`src/sv/dnh_pkg.sv`:
```
// shared constants, types and character/fold functions for the dns name hash
package dnh_pkg;

  localparam int BUCKET_BITS  = 10;
  localparam int SHORT_PERIOD = BUCKET_BITS - 5;
  localparam int CHECK_PERIOD = 25;

  localparam int CHAR_W   = 8;
  localparam int CODE_W   = 6;
  localparam int SUM_W    = 24;
  localparam int CHECK_W  = 32;
  localparam int SHORT_W  = $clog2(SHORT_PERIOD + 1);
  localparam int LONG_W   = $clog2(CHECK_PERIOD + 1);
  localparam int IN_TDATA_W  = ((CHAR_W + 7) / 8) * 8;
  localparam int OUT_DATA_W  = BUCKET_BITS + CHECK_W;
  localparam int OUT_TDATA_W = ((OUT_DATA_W + 7) / 8) * 8;

  localparam logic [CODE_W-1:0] CODE_DIGIT0     = CODE_W'(26);
  localparam logic [CODE_W-1:0] CODE_DOT        = CODE_W'(36);
  localparam logic [CODE_W-1:0] CODE_HYPHEN     = CODE_W'(37);
  localparam logic [CODE_W-1:0] CODE_UNDERSCORE = CODE_W'(38);
  localparam logic [CODE_W-1:0] CODE_OTHER      = CODE_W'(38);
  localparam logic [CODE_W-1:0] CODE_OTHER_US   = CODE_W'(39);

  localparam logic [CHAR_W-1:0] CH_UPPER_A = 8'h41;
  localparam logic [CHAR_W-1:0] CH_UPPER_Z = 8'h5A;
  localparam logic [CHAR_W-1:0] CH_LOWER_A = 8'h61;
  localparam logic [CHAR_W-1:0] CH_LOWER_Z = 8'h7A;
  localparam logic [CHAR_W-1:0] CH_ZERO    = 8'h30;
  localparam logic [CHAR_W-1:0] CH_NINE    = 8'h39;
  localparam logic [CHAR_W-1:0] CH_DOT     = 8'h2E;
  localparam logic [CHAR_W-1:0] CH_HYPHEN  = 8'h2D;
  localparam logic [CHAR_W-1:0] CH_USCORE  = 8'h5F;

  typedef struct packed {
    logic [BUCKET_BITS-1:0] bucket_hash;
    logic [CHECK_W-1:0]     check_hash;
  } dnh_result_t;

  // case-insensitive alphabet code of one name byte
  function automatic logic [CODE_W-1:0] map_char(input logic [CHAR_W-1:0] c,
                                                 input logic us_en);
    logic [CODE_W-1:0] code;
    case (c) inside
      [CH_UPPER_A:CH_UPPER_Z]: code = CODE_W'(c - CH_UPPER_A);
      [CH_LOWER_A:CH_LOWER_Z]: code = CODE_W'(c - CH_LOWER_A);
      [CH_ZERO:CH_NINE]:       code = CODE_DIGIT0 + CODE_W'(c - CH_ZERO);
      CH_DOT:                  code = CODE_DOT;
      CH_HYPHEN:               code = CODE_HYPHEN;
      CH_USCORE:               code = us_en ? CODE_UNDERSCORE : CODE_OTHER;
      default:                 code = us_en ? CODE_OTHER_US : CODE_OTHER;
    endcase
    return code;
  endfunction

  // two end-around folds of the bucket sum down to BUCKET_BITS
  function automatic logic [BUCKET_BITS-1:0] fold_bucket(input logic [SUM_W-1:0] acc);
    logic [SUM_W:0] f1;
    logic [SUM_W:0] f2;
    f1 = (SUM_W+1)'(acc[BUCKET_BITS-1:0]) + (SUM_W+1)'(acc >> BUCKET_BITS);
    f2 = (SUM_W+1)'(f1[BUCKET_BITS-1:0]) + (f1 >> BUCKET_BITS);
    return f2[BUCKET_BITS-1:0];
  endfunction

endpackage

```
`src/sv/dnh_core.sv`:
```
// running bucket and check sums with position counters
module dnh_core (
  input  logic                        clk,
  input  logic                        rst_n,
  input  logic                        step,
  input  logic [dnh_pkg::CHAR_W-1:0]  char_code,
  input  logic                        last_char,
  input  logic                        us_en,
  output dnh_pkg::dnh_result_t        result
);
  import dnh_pkg::*;

  logic [SUM_W-1:0]   bucket_sum_r, bucket_sum_nxt;
  logic [CHECK_W-1:0] check_sum_r, check_sum_nxt;
  logic [SHORT_W-1:0] short_cnt_r, short_cnt_nxt;
  logic [LONG_W-1:0]  long_cnt_r, long_cnt_nxt;
  logic [CODE_W-1:0]  code;

  always_comb begin
    code           = map_char(char_code, us_en);
    bucket_sum_nxt = bucket_sum_r + (SUM_W'(code) << short_cnt_r);
    check_sum_nxt  = check_sum_r + (CHECK_W'(code) << long_cnt_r);
    short_cnt_nxt  = (short_cnt_r == SHORT_W'(SHORT_PERIOD - 1)) ? '0 : short_cnt_r + 1'b1;
    long_cnt_nxt   = (long_cnt_r == LONG_W'(CHECK_PERIOD - 1)) ? '0 : long_cnt_r + 1'b1;
    result.bucket_hash = fold_bucket(bucket_sum_nxt);
    result.check_hash  = check_sum_nxt;
  end

  always_ff @(posedge clk) begin
    if (!rst_n) begin
      bucket_sum_r <= '0;
      check_sum_r  <= '0;
      short_cnt_r  <= '0;
      long_cnt_r   <= '0;
    end else if (step) begin
      // the last byte of a name starts the next one from zero
      if (last_char) begin
        bucket_sum_r <= '0;
        check_sum_r  <= '0;
        short_cnt_r  <= '0;
        long_cnt_r   <= '0;
      end else begin
        bucket_sum_r <= bucket_sum_nxt;
        check_sum_r  <= check_sum_nxt;
        short_cnt_r  <= short_cnt_nxt;
        long_cnt_r   <= long_cnt_nxt;
      end
    end
  end

endmodule

```
`src/sv/dns_name_dual_hash_top.sv`:
```
// top level of the dns name dual hash: input stage, hash core, output register
//
//  channel | dir | ports                                   | contents
//  in      | in  | in_tvalid in_tready in_tdata in_tlast   | one name byte, tlast on final byte
//  out     | out | out_tvalid out_tready out_tdata         | bucket and check hash per name
//  cfg     | in  | cfg_wr_en cfg_wr_data                   | underscore_enable
//
// one byte per cycle unless the input stage waits; a byte goes through the
// input register and hash core; a final byte's result loads out_tvalid/out_tdata.
// the input stage only waits when it holds a final byte and the output
// register is full and not being taken. reset clears sums, counters, valids
// and underscore_enable.
module dns_name_dual_hash_top (
  input  logic                             clk,
  input  logic                             rst_n,
  input  logic                             in_tvalid,
  output logic                             in_tready,
  input  logic [dnh_pkg::IN_TDATA_W-1:0]   in_tdata,   // char_code
  input  logic                             in_tlast,   // last_char
  output logic                             out_tvalid,
  input  logic                             out_tready,
  output logic [dnh_pkg::OUT_TDATA_W-1:0]  out_tdata,  // bucket_hash, check_hash, zero pad
  input  logic                             cfg_wr_en,
  input  logic                             cfg_wr_data // underscore_enable
);
  import dnh_pkg::*;

  logic              s1_valid_r;
  logic [CHAR_W-1:0] s1_char_r;
  logic              s1_last_r;
  logic              us_en_r;
  logic              out_valid_r;
  dnh_result_t       out_data_r;
  dnh_result_t       core_result;
  logic              advance;

  // a non-final byte never needs the output register
  assign advance   = s1_valid_r && (!s1_last_r || !out_valid_r || out_tready);
  assign in_tready = !s1_valid_r || advance;

  dnh_core u_core (
    .clk       (clk),
    .rst_n     (rst_n),
    .step      (advance),
    .char_code (s1_char_r),
    .last_char (s1_last_r),
    .us_en     (us_en_r),
    .result    (core_result)
  );

  always_ff @(posedge clk) begin
    if (!rst_n) begin
      us_en_r <= 1'b0;
    end else if (cfg_wr_en) begin
      us_en_r <= cfg_wr_data;
    end
  end

  always_ff @(posedge clk) begin
    if (!rst_n) begin
      s1_valid_r <= 1'b0;
    end else if (in_tready) begin
      s1_valid_r <= in_tvalid;
    end
  end

  always_ff @(posedge clk) begin
    if (in_tready && in_tvalid) begin
      s1_char_r <= in_tdata[CHAR_W-1:0];
      s1_last_r <= in_tlast;
    end
  end

  always_ff @(posedge clk) begin
    if (!rst_n) begin
      out_valid_r <= 1'b0;
    end else if (advance && s1_last_r) begin
      out_valid_r <= 1'b1;
    end else if (out_tready) begin
      out_valid_r <= 1'b0;
    end
  end

  always_ff @(posedge clk) begin
    if (advance && s1_last_r) begin
      out_data_r <= core_result;
    end
  end

  assign out_tvalid = out_valid_r;
  assign out_tdata  = OUT_TDATA_W'({out_data_r.check_hash, out_data_r.bucket_hash});

endmodule
```
`config.mk`:
```
export PLATFORM = sky130hd
export DESIGN_NAME = dns_name_dual_hash_top
export DESIGN_NICKNAME = d
export VERILOG_FILES = /design/src/sv/dnh_pkg.sv /design/src/sv/dnh_core.sv /design/src/sv/dns_name_dual_hash_top.sv
export SDC_FILE = /design/constraint.sdc
export NUM_CORES = 1
export LEC_CHECK = 0
export BUFFER_PORTS_ARGS = -buffer_cell sky130_fd_sc_hd__buf_4
export CAP_MARGIN = 25
export CORE_ASPECT_RATIO = 1.5
export CORE_UTILIZATION = 35
export CTS_CLUSTER_DIAMETER = 80
export DETAILED_ROUTE_END_ITERATION = 10
export HOLD_SLACK_MARGIN = 0.15
export RECOVER_POWER = 25
export SKIP_CTS_REPAIR_TIMING = 1
export SYNTH_ARGS = -nofsm -noshare
export SYNTH_HDL_FRONTEND = slang
export SYNTH_HIERARCHICAL = 1
export SYNTH_SLANG_ARGS = --single-unit
```
`constraint.sdc`:
```
create_clock -name clk -period 7.84 [get_ports clk]
set_input_delay 0.784 -clock clk [delete_from_list [all_inputs] [get_ports clk]]
set_output_delay 0.784 -clock clk [all_outputs]
set_load 0.005 [all_outputs]
```
==> results.yml <==
synth:
  synthSimpleGateAreaFrac_pct: 16.9
  synthArstFlopShare_pct: 0
  synth_seq_area_share_pct: 34.8
  synth_compound_area_share_pct: 23.3
  syn_avg_cell_area_um2: 9.27
  synth_seq_cells: 118
  synthAdderAreaFrac_pct: 11.7
  ys_top_cells_by_area: "edfxtp_1 19%, dfxtp_1 16%, ha_1 11%"
  syn_area_mm2: 0.00826
  synth_edf_count: 51
  synth_xor_area_share_pct: 7.80
  synthCells: 891
  ys_types: 86
  synth_top_family_by_area: "compound AO/OA/AOI/OAI gates"
  synth_top_area_share_pct: 18.5
  post-synth-top-area-cell: "edfxtp_1"
  muxShareOfSynthArea_pct: 1.77
  synth_ff_type: "dfxtp_1"
  ys_warn_count: 6
power_and_ir_drop:
  clkPwrFrac_pct: 47.4
  p_leak_nw: 4.05
  sw_frac_of_total_pct: 26.5
  p_comb_share_pct: 12.0
  vdd_drop_max_mv: 0.157
  power_mw: 1.64
  p_sw_mw: 0.436
  power_density_mw_per_mm2: 168
  sequentialPowerShare_pct: 40.6
  intPower_mw: 1.21
worst_setup_path:
  cp_slowest_cell: "edfxtp_1"
  crit_path_end_kind: "register"
  required_ns: 8.01
  max_stage_delay_ns: 0.48
  cp.arrival_ns: 7.63
  r2r_slack_ns: 0.38
  crit_fanout: 6
  critPathLaunchType: "register"
  path_class: "reg2reg"
clocking:
  cts_made_buffers: 17
  cts_sinks: 118
  clock_latency_ns: 0.43
  h-tree-depth: 4
  clkTransAtPathRegs_ns: 0.06
  cts_root_buffer: "clkbuf_16"
  cts_tree: "done"
  clockBufferDepth: 2
global_route:
  grt_usage_pct: 18.0
  antenna_found_initial: 0
  grt_overflow: 0
  grt_max_degree: 70
  grt_pass1_vias: 6876
  grt_pass1_wl_um: 34000
sta:
  fin_skew_ns: 0.00990
  setup-tns-final_ns: 0
  slew_headroom_pct: -92.1
  setup_viol: 0
  fmax_mhz: 134
  final_max_slew_viol_count: 70
  hold_viol: 0
  worst_pin_slew_ns: 2.88
  holdWs_ns: 0.517
  timing.final.crit_period_ns: 7.46
  fin_crit_sh_pct: 95.2
  layout_setup_ws_ns: 0.379
final_layout:
  stdcell_count: 1281
  fin_nets: 1043
  area_growth_pct: 18.1
  fillCellCount: 2263
  antenna_cells: 0
  drive_above_1_share_pct: 15.5
outcome:
  status: "finished with violations"
  violations: "max-capacitance violations, max-slew violations"
placement:
  post-place-ws_ns: 0.0906
  place_congestion: 0.887
  dpl.hpwl_um: 15200
  io_buffers: 58
  dp_cells: 1241
die:
  die_x_um: 127
  core.rowCount: 68
  ioPinCount: 65
  die_area_mm2: 0.0242
  die_h_um: 190
  start_util_pct: 35.8
  core_mm2: 0.0231
routing:
  drc: 0
  wire_per_inst_um: 16.4
  routed_wl_um: 21000
  vias_per_cell: 5.33
  first_iter_violations: 339
  vias: 6827
  drt-pass1-iter-count: 5
  antenna_left: 0
hold_path:
  hp-class: "reg2reg"
job:
  maxCapViolations: 1
[power groups by stage]
stage	combinational (mW)	sequential [mW]	clock [mW]
CTS	0.188	0.666	0.801
global route	0.218	0.668	0.824
global placement	0.188	0.679	0
detailed placement	0.187	0.680	0
floorplan	0.129	0.678	0
finish	0.197	0.666	0.779
[critical path, delay by kind of cell, from the launching register on]
family	cells	cell delay (ns)
fa+ha+maj	5	1.40
buf+inv	2	0.12
compound gates	19	3.68
flops	1	0.48
simple gates	5	0.91
xor+xnor	3	0.50
mux	1	0.10
[path summary, 6_finish.rpt]
check                                           start                                   to  depth (start not counted)
setup / recovery               s1_char_r[1]$_DFFE_PP_               out_tdata[8]$_DFFE_PP_                         35
hold / removal    u_core/check_sum_r[29]$_SDFFE_PN0P_  u_core/check_sum_r[29]$_SDFFE_PN0P_                          1
setup reg to reg               s1_char_r[1]$_DFFE_PP_               out_tdata[8]$_DFFE_PP_                         35
hold reg to reg   u_core/check_sum_r[29]$_SDFFE_PN0P_  u_core/check_sum_r[29]$_SDFFE_PN0P_                          1
[kinds of logic after synthesis]
family	after synthesis
DFF	118
xor gates and xnor gates	72
AOI/OAI and AO/OA	270
muxes	13
adders and majority gates	75
buffers and inverters	74
and+or+nand+nor	268
other	1
[cells in the mapped netlist (16+ instances only)]
cell type,number
a21o_1,24
a21oi_1,59
a22oi_1,39
and2_1,16
clkbuf_1,31
dfxtp_1,67
edfxtp_1,51
ha_1,71
inv_1,29
nand2_1,53
nand3_1,22
nor2_1,62
nor2b_1,53
o21ai_0,36
xnor2_1,47
xor2_1,24
[layout by cell type (no fill, tap or decap), types with 7 or more instances in the layout]
| cell type | n |
|---|---|
| inv_1 | 28 |
| o21ai_0 | 32 |
| nand2b_1 | 7 |
| clkbuf_16 | 17 |
| mux2i_1 | 8 |
| a21oi_1 | 53 |
| dfxtp_1 | 67 |
| xnor2_1 | 46 |
| nand3_1 | 22 |
| xor2_1 | 24 |
| o21bai_1 | 14 |
| o21ai_1 | 7 |
| nor2_1 | 60 |
| nand2_1 | 53 |
| a21o_1 | 24 |
| ha_1 | 71 |
| nor3_1 | 14 |
| a32o_1 | 8 |
| nor2b_1 | 53 |
| edfxtp_1 | 51 |
| a211oi_1 | 7 |
| buf_4 | 37 |
| a22oi_1 | 39 |
| clkbuf_4 | 40 |
| and2_1 | 15 |
[registers in the layout, summed over array words and instances, names as in the netlist]
register / count
out_tdata: 42
u_core/check_sum_r: 32
u_core/bucket_sum_r: 24
s1_char_r: 8
u_core/long_cnt_r: 5
u_core/short_cnt_r: 3
out_tvalid: 1
s1_last_r: 1
s1_valid_r: 1
us_en_r: 1
[metal layers]
layer  track usage [%]  up-vias  routed length (um)
met2              33.8      140               11200
met3              3.18       53                 620
met4              10.4        0                 900
met1              18.6     3213                8240
met5                 0        -                   0
li1                  -     3421                   -
[through the flow]
step	utilization, %	instance area (um2)
after floorplan	-	8280
after global placement	39.2	9040
after detailed placement	39.2	9040
after CTS	41.7	9610
after global routing	42.3	9750
final	42.3	9750
[cell type report]
type	count	area, um2	share of cell area, %
clock buffers	17	425	4.36
clock inverters	15	153	1.57
inverters	33	124	1.27
multi-input cells	704	5200	53.3
flip-flops and latches	118	2870	29.5
well taps	315	394	4.04
repair buffers	79	586	6.00
Note: power is estimated with default switching activity, not from simulation.
